<file path="config.mk">
export PLATFORM = sky130hd
export DESIGN_NAME = pulse_width_frame_transmitter_top_flat
export DESIGN_NICKNAME = d
export VERILOG_FILES = /design/src/hdl/pwft_pkg.sv /design/src/hdl/pwft_intf.sv /design/src/hdl/pwft_cfg_regs.sv /design/src/hdl/pwft_core.sv /design/src/hdl/pulse_width_frame_transmitter_top.sv /design/src/flat_wrapper.sv
export SDC_FILE = /design/constraint.sdc
export NUM_CORES = 1
export LEC_CHECK = 0
export ABC_CLOCK_PERIOD_IN_PS = 3800
export BUFFER_PORTS_ARGS = -buffer_cell sky130_fd_sc_hd__buf_2
export CAP_MARGIN = 20
export CORE_UTILIZATION = 40
export DETAILED_ROUTE_END_ITERATION = 16
export GPL_ROUTABILITY_DRIVEN = 0
export GPL_TIMING_DRIVEN = 0
export SLEW_MARGIN = 10
export SYNTH_ARGS = -nofsm -noshare
export SYNTH_HDL_FRONTEND = slang
export SYNTH_SLANG_ARGS = --single-unit
</file>
<file path="constraint.sdc">
create_clock -name clk -period 3.8 [get_ports clk]
set_clock_uncertainty 0.2 [all_clocks]
set_input_delay 0.76 -clock clk [delete_from_list [all_inputs] [get_ports clk]]
set_output_delay 0.76 -clock clk [all_outputs]
set_load 0.01 [all_outputs]
</file>
<file path="src/hdl/pwft_pkg.sv">
// types and constants of the pulse width frame transmitter
package pwft_pkg;

  localparam int unsigned DUR_W      = 10;
  localparam int unsigned TICKS_W    = 11;
  localparam int unsigned CYCLES_W   = 6;
  localparam int unsigned BYTE_W     = 8;
  localparam int unsigned CFG_IDX_W  = 8;
  localparam int unsigned CFG_DATA_W = 10;

  typedef logic [CFG_IDX_W-1:0] cfg_idx_t;

  localparam cfg_idx_t CFG_PRE_HALF   = 8'd0;
  localparam cfg_idx_t CFG_PRE_CYCLES = 8'd1;
  localparam cfg_idx_t CFG_SYNC_LOW   = 8'd2;
  localparam cfg_idx_t CFG_SYNC_HIGH  = 8'd3;
  localparam cfg_idx_t CFG_SYNC_GAP   = 8'd4;
  localparam cfg_idx_t CFG_BIT_GAP    = 8'd5;
  localparam cfg_idx_t CFG_ZERO_HIGH  = 8'd6;
  localparam cfg_idx_t CFG_ONE_EXTRA  = 8'd7;

  localparam logic [DUR_W-1:0]    RST_PRE_HALF   = 10'd300;
  localparam logic [CYCLES_W-1:0] RST_PRE_CYCLES = 6'd16;
  localparam logic [DUR_W-1:0]    RST_SYNC_LOW   = 10'd170;
  localparam logic [DUR_W-1:0]    RST_SYNC_HIGH  = 10'd80;
  localparam logic [DUR_W-1:0]    RST_SYNC_GAP   = 10'd100;
  localparam logic [DUR_W-1:0]    RST_BIT_GAP    = 10'd20;
  localparam logic [DUR_W-1:0]    RST_ZERO_HIGH  = 10'd80;
  localparam logic [DUR_W-1:0]    RST_ONE_EXTRA  = 10'd50;

  localparam logic REQ_START = 1'b0;
  localparam logic REQ_TICK  = 1'b1;

  typedef struct packed {
    logic [DUR_W-1:0]    pre_half;
    logic [CYCLES_W-1:0] pre_cycles;
    logic [DUR_W-1:0]    sync_low;
    logic [DUR_W-1:0]    sync_high;
    logic [DUR_W-1:0]    sync_gap;
    logic [DUR_W-1:0]    bit_gap;
    logic [DUR_W-1:0]    zero_high;
    logic [DUR_W-1:0]    one_extra;
  } cfg_t;

  typedef enum logic [7:0] {
    PH_IDLE      = 8'b0000_0001,
    PH_PRE_LOW   = 8'b0000_0010,
    PH_PRE_HIGH  = 8'b0000_0100,
    PH_SYNC_LOW  = 8'b0000_1000,
    PH_SYNC_HIGH = 8'b0001_0000,
    PH_SYNC_GAP  = 8'b0010_0000,
    PH_BIT_GAP   = 8'b0100_0000,
    PH_BIT_HIGH  = 8'b1000_0000
  } phase_t;

endpackage

</file>
<file path="src/hdl/pwft_intf.sv">
// handshake channels: send/tick items, line status results, register writes
interface pwft_cmd_if;
  logic       valid;
  logic       ready;
  logic       req_type;
  logic [7:0] byte_value;
  modport source (output valid, req_type, byte_value, input ready);
  modport sink (input valid, req_type, byte_value, output ready);
endinterface

interface pwft_res_if;
  logic valid;
  logic ready;
  logic line_level;
  logic busy_res;
  logic start_accepted;
  logic frame_done;
  modport source (output valid, line_level, busy_res, start_accepted, frame_done,
                  input ready);
  modport sink (input valid, line_level, busy_res, start_accepted, frame_done,
                output ready);
endinterface

interface pwft_cfg_if;
  logic       valid;
  logic       ready;
  logic [7:0] index;
  logic [9:0] data;
  modport source (output valid, index, data, input ready);
  modport sink (input valid, index, data, output ready);
endinterface

</file>
<file path="src/hdl/pwft_cfg_regs.sv">
// duration and count registers behind the write channel
module pwft_cfg_regs (
  input  logic          clk,
  input  logic          rst,
  pwft_cfg_if.sink      cfg,
  output pwft_pkg::cfg_t regs
);
  import pwft_pkg::*;

  assign cfg.ready = 1'b1;

  always_ff @(posedge clk) begin
    if (rst) begin
      regs.pre_half   <= RST_PRE_HALF;
      regs.pre_cycles <= RST_PRE_CYCLES;
      regs.sync_low   <= RST_SYNC_LOW;
      regs.sync_high  <= RST_SYNC_HIGH;
      regs.sync_gap   <= RST_SYNC_GAP;
      regs.bit_gap    <= RST_BIT_GAP;
      regs.zero_high  <= RST_ZERO_HIGH;
      regs.one_extra  <= RST_ONE_EXTRA;
    end else if (cfg.valid) begin
      case (cfg.index)
        CFG_PRE_HALF:   regs.pre_half   <= cfg.data;
        CFG_PRE_CYCLES: regs.pre_cycles <= cfg.data[CYCLES_W-1:0];
        CFG_SYNC_LOW:   regs.sync_low   <= cfg.data;
        CFG_SYNC_HIGH:  regs.sync_high  <= cfg.data;
        CFG_SYNC_GAP:   regs.sync_gap   <= cfg.data;
        CFG_BIT_GAP:    regs.bit_gap    <= cfg.data;
        CFG_ZERO_HIGH:  regs.zero_high  <= cfg.data;
        CFG_ONE_EXTRA:  regs.one_extra  <= cfg.data;
        default: begin
        end
      endcase
    end
  end

endmodule

</file>
<file path="src/hdl/pwft_core.sv">
// frame sequencer state and result register
module pwft_core #(
  parameter int unsigned BITS_PER_FRAME = 8
) (
  input  logic           clk,
  input  logic           rst,
  input  pwft_pkg::cfg_t regs,
  pwft_cmd_if.sink       cmd,
  pwft_res_if.source     res
);
  import pwft_pkg::*;

  localparam int unsigned BITS_W = $clog2(BITS_PER_FRAME + 1);

  phase_t                    phase, phase_next;
  logic [TICKS_W-1:0]        ticks_left, ticks_left_next;
  logic [CYCLES_W-1:0]       cycles_left, cycles_left_next;
  logic [BITS_W-1:0]         bits_left, bits_left_next;
  logic [BITS_PER_FRAME-1:0] shift_byte, shift_byte_next;
  logic                      level, level_next;
  logic                      accepted, done;
  logic                      fire;
  logic [TICKS_W-1:0]        pulse_ticks;

  assign cmd.ready = !res.valid || res.ready;
  assign fire      = cmd.valid && cmd.ready;

  assign pulse_ticks = TICKS_W'(regs.zero_high) +
                       (shift_byte[BITS_PER_FRAME-1] ? TICKS_W'(regs.one_extra) : '0);

  always_comb begin
    phase_next       = phase;
    ticks_left_next  = ticks_left;
    cycles_left_next = cycles_left;
    bits_left_next   = bits_left;
    shift_byte_next  = shift_byte;
    level_next       = level;
    accepted         = 1'b0;
    done             = 1'b0;
    if (cmd.req_type == REQ_START) begin
      if (phase == PH_IDLE) begin
        accepted         = 1'b1;
        shift_byte_next  = cmd.byte_value[BITS_PER_FRAME-1:0];
        bits_left_next   = BITS_W'(BITS_PER_FRAME);
        cycles_left_next = regs.pre_cycles;
        phase_next       = PH_PRE_LOW;
        ticks_left_next  = TICKS_W'(regs.pre_half);
        level_next       = 1'b0;
      end
    end else if (phase != PH_IDLE) begin
      if (ticks_left > TICKS_W'(1)) begin
        ticks_left_next = ticks_left - TICKS_W'(1);
      end else begin
        case (phase)
          PH_PRE_LOW: begin
            phase_next      = PH_PRE_HIGH;
            ticks_left_next = TICKS_W'(regs.pre_half);
            level_next      = 1'b1;
          end
          PH_PRE_HIGH: begin
            level_next = 1'b0;
            if (cycles_left > CYCLES_W'(1)) begin
              cycles_left_next = cycles_left - CYCLES_W'(1);
              phase_next       = PH_PRE_LOW;
              ticks_left_next  = TICKS_W'(regs.pre_half);
            end else begin
              cycles_left_next = '0;
              phase_next       = PH_SYNC_LOW;
              ticks_left_next  = TICKS_W'(regs.sync_low);
            end
          end
          PH_SYNC_LOW: begin
            phase_next      = PH_SYNC_HIGH;
            ticks_left_next = TICKS_W'(regs.sync_high);
            level_next      = 1'b1;
          end
          PH_SYNC_HIGH: begin
            phase_next      = PH_SYNC_GAP;
            ticks_left_next = TICKS_W'(regs.sync_gap);
            level_next      = 1'b0;
          end
          PH_SYNC_GAP: begin
            phase_next      = PH_BIT_GAP;
            ticks_left_next = TICKS_W'(regs.bit_gap);
            level_next      = 1'b0;
          end
          PH_BIT_GAP: begin
            phase_next      = PH_BIT_HIGH;
            ticks_left_next = pulse_ticks;
            level_next      = 1'b1;
          end
          PH_BIT_HIGH: begin
            shift_byte_next = shift_byte << 1;
            level_next      = 1'b0;
            if (bits_left > BITS_W'(1)) begin
              bits_left_next  = bits_left - BITS_W'(1);
              phase_next      = PH_BIT_GAP;
              ticks_left_next = TICKS_W'(regs.bit_gap);
            end else begin
              bits_left_next  = '0;
              done            = 1'b1;
              phase_next      = PH_IDLE;
              ticks_left_next = '0;
            end
          end
          default: begin
            phase_next      = PH_IDLE;
            ticks_left_next = '0;
            level_next      = 1'b0;
          end
        endcase
      end
    end
  end

  always_ff @(posedge clk) begin
    if (rst) begin
      phase       <= PH_IDLE;
      ticks_left  <= '0;
      cycles_left <= '0;
      bits_left   <= '0;
      shift_byte  <= '0;
      level       <= 1'b0;
      res.valid   <= 1'b0;
    end else begin
      if (fire) begin
        phase       <= phase_next;
        ticks_left  <= ticks_left_next;
        cycles_left <= cycles_left_next;
        bits_left   <= bits_left_next;
        shift_byte  <= shift_byte_next;
        level       <= level_next;
        res.valid   <= 1'b1;
      end else if (res.ready) begin
        res.valid <= 1'b0;
      end
    end
  end

  // result payload, loaded with each accepted item
  always_ff @(posedge clk) begin
    if (fire) begin
      res.line_level     <= level_next;
      res.busy_res       <= (phase_next != PH_IDLE);
      res.start_accepted <= accepted;
      res.frame_done     <= done;
    end
  end

endmodule

</file>
<file path="src/hdl/pulse_width_frame_transmitter_top.sv">
// top level of the pulse width frame transmitter
//
// cmd carries one item per request: req_type 0 starts a frame with byte_value,
// req_type 1 reports one elapsed time tick. every item gives exactly one
// result item on res: the line level after it, busy, whether a start was
// taken, and whether the last data pulse ended on it. line_level of each
// result is the wire level to drive until the next item.
// cfg writes the eight duration and count registers by index; it is always
// ready and indexes above seven are dropped.
// the result is registered and appears in the cycle after the item is taken.
// throughput: one item per cycle while res takes results, set by the single
// state update that each item makes in the sequencer.
// a finished result sits in the output register; cmd stays ready as long as
// that register is empty or is taken in the same cycle, so a stalled res
// holds one result and then stalls cmd.
// reset (rst, synchronous) puts the line low, the sequencer idle, the output
// register empty and the cfg registers at their default durations and count.
module pulse_width_frame_transmitter_top #(
  parameter int unsigned BITS_PER_FRAME = 8
) (
  input  logic       clk,
  input  logic       rst,
  pwft_cmd_if.sink   cmd,
  pwft_res_if.source res,
  pwft_cfg_if.sink   cfg
);
  import pwft_pkg::*;

  cfg_t regs;

  pwft_cfg_regs u_cfg_regs (
    .clk  (clk),
    .rst  (rst),
    .cfg  (cfg),
    .regs (regs)
  );

  pwft_core #(
    .BITS_PER_FRAME (BITS_PER_FRAME)
  ) u_core (
    .clk  (clk),
    .rst  (rst),
    .regs (regs),
    .cmd  (cmd),
    .res  (res)
  );

endmodule

</file>
<file path="src/flat_wrapper.sv">
// flat-port wrapper written by rule: the top's interface ports become plain ports
module pulse_width_frame_transmitter_top_flat import pwft_pkg::*;
#(
  parameter int unsigned BITS_PER_FRAME = 8
)
  (clk, rst, cmd_valid, cmd_req_type, cmd_byte_value, cmd_ready, res_valid, res_line_level, res_busy_res, res_start_accepted, res_frame_done, res_ready, cfg_valid, cfg_index, cfg_data, cfg_ready);
  pwft_cmd_if cmd_i ();
  pwft_res_if res_i ();
  pwft_cfg_if cfg_i ();
  input  logic clk;
  input  logic rst;
  input wire logic [$bits(cmd_i.valid)-1:0] cmd_valid;
  input wire logic [$bits(cmd_i.req_type)-1:0] cmd_req_type;
  input wire logic [$bits(cmd_i.byte_value)-1:0] cmd_byte_value;
  output wire logic [$bits(cmd_i.ready)-1:0] cmd_ready;
  output wire logic [$bits(res_i.valid)-1:0] res_valid;
  output wire logic [$bits(res_i.line_level)-1:0] res_line_level;
  output wire logic [$bits(res_i.busy_res)-1:0] res_busy_res;
  output wire logic [$bits(res_i.start_accepted)-1:0] res_start_accepted;
  output wire logic [$bits(res_i.frame_done)-1:0] res_frame_done;
  input wire logic [$bits(res_i.ready)-1:0] res_ready;
  input wire logic [$bits(cfg_i.valid)-1:0] cfg_valid;
  input wire logic [$bits(cfg_i.index)-1:0] cfg_index;
  input wire logic [$bits(cfg_i.data)-1:0] cfg_data;
  output wire logic [$bits(cfg_i.ready)-1:0] cfg_ready;
  assign cmd_i.valid = cmd_valid;
  assign cmd_i.req_type = cmd_req_type;
  assign cmd_i.byte_value = cmd_byte_value;
  assign cmd_ready = cmd_i.ready;
  assign res_valid = res_i.valid;
  assign res_line_level = res_i.line_level;
  assign res_busy_res = res_i.busy_res;
  assign res_start_accepted = res_i.start_accepted;
  assign res_frame_done = res_i.frame_done;
  assign res_i.ready = res_ready;
  assign cfg_i.valid = cfg_valid;
  assign cfg_i.index = cfg_index;
  assign cfg_i.data = cfg_data;
  assign cfg_ready = cfg_i.ready;
  pulse_width_frame_transmitter_top #(.BITS_PER_FRAME(BITS_PER_FRAME)) u_core (.clk(clk), .rst(rst), .cmd(cmd_i), .res(res_i), .cfg(cfg_i));
endmodule
</file>
==> metrics <==
grt ovf=0; worst min path class=reg2reg; Initial Util=0.4119; commonest cells in the netlist=115 x dfxtp_1, 110 x nor2_1, 86 x mux2i_1, 52 x nand2_1, 34 x clkbuf_1; Die X=130.4 um; Slew Viols, Final=0; CTS tree=yes; GRT Total Usage=0.2470; crit-path max cell delay=0.49 ns; I/O Buffers=29; Synth Flop Type=dfxtp_1; layout filler cell count=1587; pwr dens=459.3 nW/um^2; Pre-Repair DR Iteration Count=5; DRC=0; CP top delay family=simple AND/OR/NAND/NOR gates; WL final=19930 um; FMAX=0.2863 GHz; reg-to-reg startpoint=u_core.u_core.phase[4]; max_cap viols=0; clk sinks=119; Root Driver=clkbuf_16; outcome=finished, final reports clean; Period minus WS final=3.493 ns; post-CTS setup buffer count=0; Die Footprint=17000 sq um; Hold Path Depth=2; CP Buf/Inv Count=1; clock insertion delay at the later pin of the skew report=0.43 ns; Synth Warn #=0; Synth Cell Area=6591 sq um; Worst R2R Setup Slack=0.31 ns; Syn-to-layout area delta=15.36%; maximum root-to-sink buffer count=2; Wirelength per Cell=19.43 um; # IOs=39; required time of the worst setup path=3.92 ns; nets=847; crit end category=flop; Hold EP=u_core.u_core.shift_byte[0]; FF-to-FF End=u_core.u_core.ticks_left[5]; ratio of final minimum period to clock period=0.9192; area fraction of the dominant cell type after synthesis=0.3493; synthesized area per cell=8.800 sq um; post-cts resize count=0; hold buffers post-CTS=0; Num CTS Buffers=17; vias in the first global route=5525; layout cell share with drive strength beyond 1=0.1259; Post-Syn Instances=749; ant diodes=0; unique cell type count in the Yosys netlist=80; critical-path cell list=buf_2 -> nor4_1 -> nand4b_1 -> ha_1 -> nor3b_2 -> nor2_1 -> a221oi_1 -> nand4_1 -> and3_1; Pleak=3.158 nW; cells on worst reg2reg path=9; Final HPWL DP=14340 um; setup slack at placement=0.2167 ns; CP Launch Type=flop; # setup viols final=0; unrepaired setup endpoints after global routing=false; pin count of the biggest net entering global routing=17; die height=130.4 um; syn_nets=799; antenna-violating nets left=0; asr flop ratio synth=0; row count=46; vias after detailed routing=5923; largest area contributor in the netlist=dfxtp_1; setup TNS=0 ns; post-route setup slack=0.3071 ns; Clk pin slew, worst setup/hold paths=0.06 ns; slowest CP cell=a221oi_1; DR vias/cell=5.773; slew margin rel.=0.2495; worst vdd ir=0.3045 mV; register area share after synthesis=0.3675; Max H-tree Level=4; largest cells by area after synthesis=dfxtp_1 35%, mux2i_1 13%, nor2_1 6.3%; initial antenna violation count=0; initial DRC count=602; crit path max fanout=10; Post-synth EDFFs=4; Min-Delay Startpoint=u_core.u_core.shift_byte[0]; WP data arrival=3.61 ns; first-pass GRT wire length=30920 um; Final Hold Viols=0; Core Area=16000 sq um; Worst Tran Pin Value=1.115 ns; CP Class=reg2reg; synthesized flop and latch total=119; count leader, synth=dfxtp_1
-- state kept, by name (all words and copies together), names as in the netlist, 4 cells and up --
register / flops
u_core.u_cfg_regs.regs: 76
u_core.u_core.bits_left: 4
u_core.u_core.shift_byte: 8
u_core.u_core.cycles_left: 6
u_core.u_core.ticks_left: 11
u_core.u_core.phase: 8
-- stage by stage --
stage / utilization / total power, mW / instance area (sq um) / std cells / hold WS [ns]
2_1_floorplan: - / 1.730 / 6591 / 749 / 0.2370
3_3_place_gp: 0.4379 / 1.879 / 7007 / 994 / 0.2465
3_5_place_dp: 0.4379 / 1.894 / 7007 / 994 / 0.2567
4_1_cts: 0.4749 / 3.493 / 7599 / 1026 / 0.2696
5_1_grt: 0.4752 / 3.622 / 7604 / 1026 / 0.2840
6_report: 0.4752 / 3.492 / 7604 / 1026 / 0.2694
-- cell type report --
type / count / area, sq um / area share
inverter: 17 / 63.81 / 0.008392
tap: 216 / 270.3 / 0.03554
clock inverter: 12 / 125.1 / 0.01646
multi-input combinational: 560 / 3869 / 0.5088
clock buffer: 20 / 466.7 / 0.06138
sequential: 119 / 2422 / 0.3186
timing repair buffer: 29 / 145.1 / 0.01909
buffer: 53 / 241.5 / 0.03176
-- cell usage in the layout (no fill, tap or decap), types with 8 or more instances in the layout --
master,instances
buf_2,42
inv_1,15
nand2b_1,8
nand2_1,52
and2_1,18
a21oi_1,25
xor2_1,8
a211oi_1,12
nor2_1,110
dfxtp_1,115
o21ai_0,21
ha_1,17
nor4_1,8
xnor2_1,8
clkbuf_1,34
nor3_1,23
clkbuf_16,17
nand3_1,12
mux2i_1,86
-- kinds of logic after synthesis --
kind of cell               Yosys count  share of synthesized area
xor gates and xnor gates            16                    0.02126
and+or+nand+nor                    294                     0.2327
muxes                               86                     0.1306
other                                1                  0.0005689
adders and majority gates           18                    0.03531
buffers and inverters               70                    0.04632
AOI/OAI and AO/OA                  145                     0.1657
DFF                                119                     0.3675
-- per-layer routing --
layer | track usage | share of wire | vias to the layer above
met5 | 0 | 0 | -
met3 | 0.05207 | 0.066 | 45
li1 | - | - | 2816
met2 | 0.3874 | 0.44 | 240
met1 | 0.3217 | 0.46 | 2822
met4 | 0.1217 | 0.036 | 0
-- power by group --
| part | internal (mW) | total (mW) | switching [mW] |
|---|---|---|---|
| sequential | 1.29 | 1.33 | 0.0399 |
| combinational | 0.197 | 0.548 | 0.351 |
| clock | 1.01 | 1.61 | 0.600 |
-- worst max-delay path by stage --
stage | startpoint | endpoint | slack [ns] | cells past startpoint
final | u_core.u_core.phase[4] | u_core.u_core.ticks_left[5] | 0.31 | 9
after global routing | u_core.u_core.phase[2] | u_core.u_core.ticks_left[3] | 0.25 | 10
after CTS | u_core.u_core.phase[4] | u_core.u_core.ticks_left[5] | 0.19 | 9
after detailed placement | u_core.u_core.phase[4] | u_core.u_core.ticks_left[5] | 0.22 | 9
after global placement | u_core.u_core.phase[4] | u_core.u_core.ticks_left[5] | 0.27 | 9
after floorplan | u_core.u_core.phase[2] | u_core.u_core.bits_left[2] | 1.12 | 9
-- worst min-delay path: cells and delay by family (launching register included) --
family / cells / cell delay, ns
AOI/OAI and AO/OA: 1 / 0.05
DFF: 1 / 0.30
and+or+nand+nor: 1 / 0.06
(Power assumes the default switching activity.)
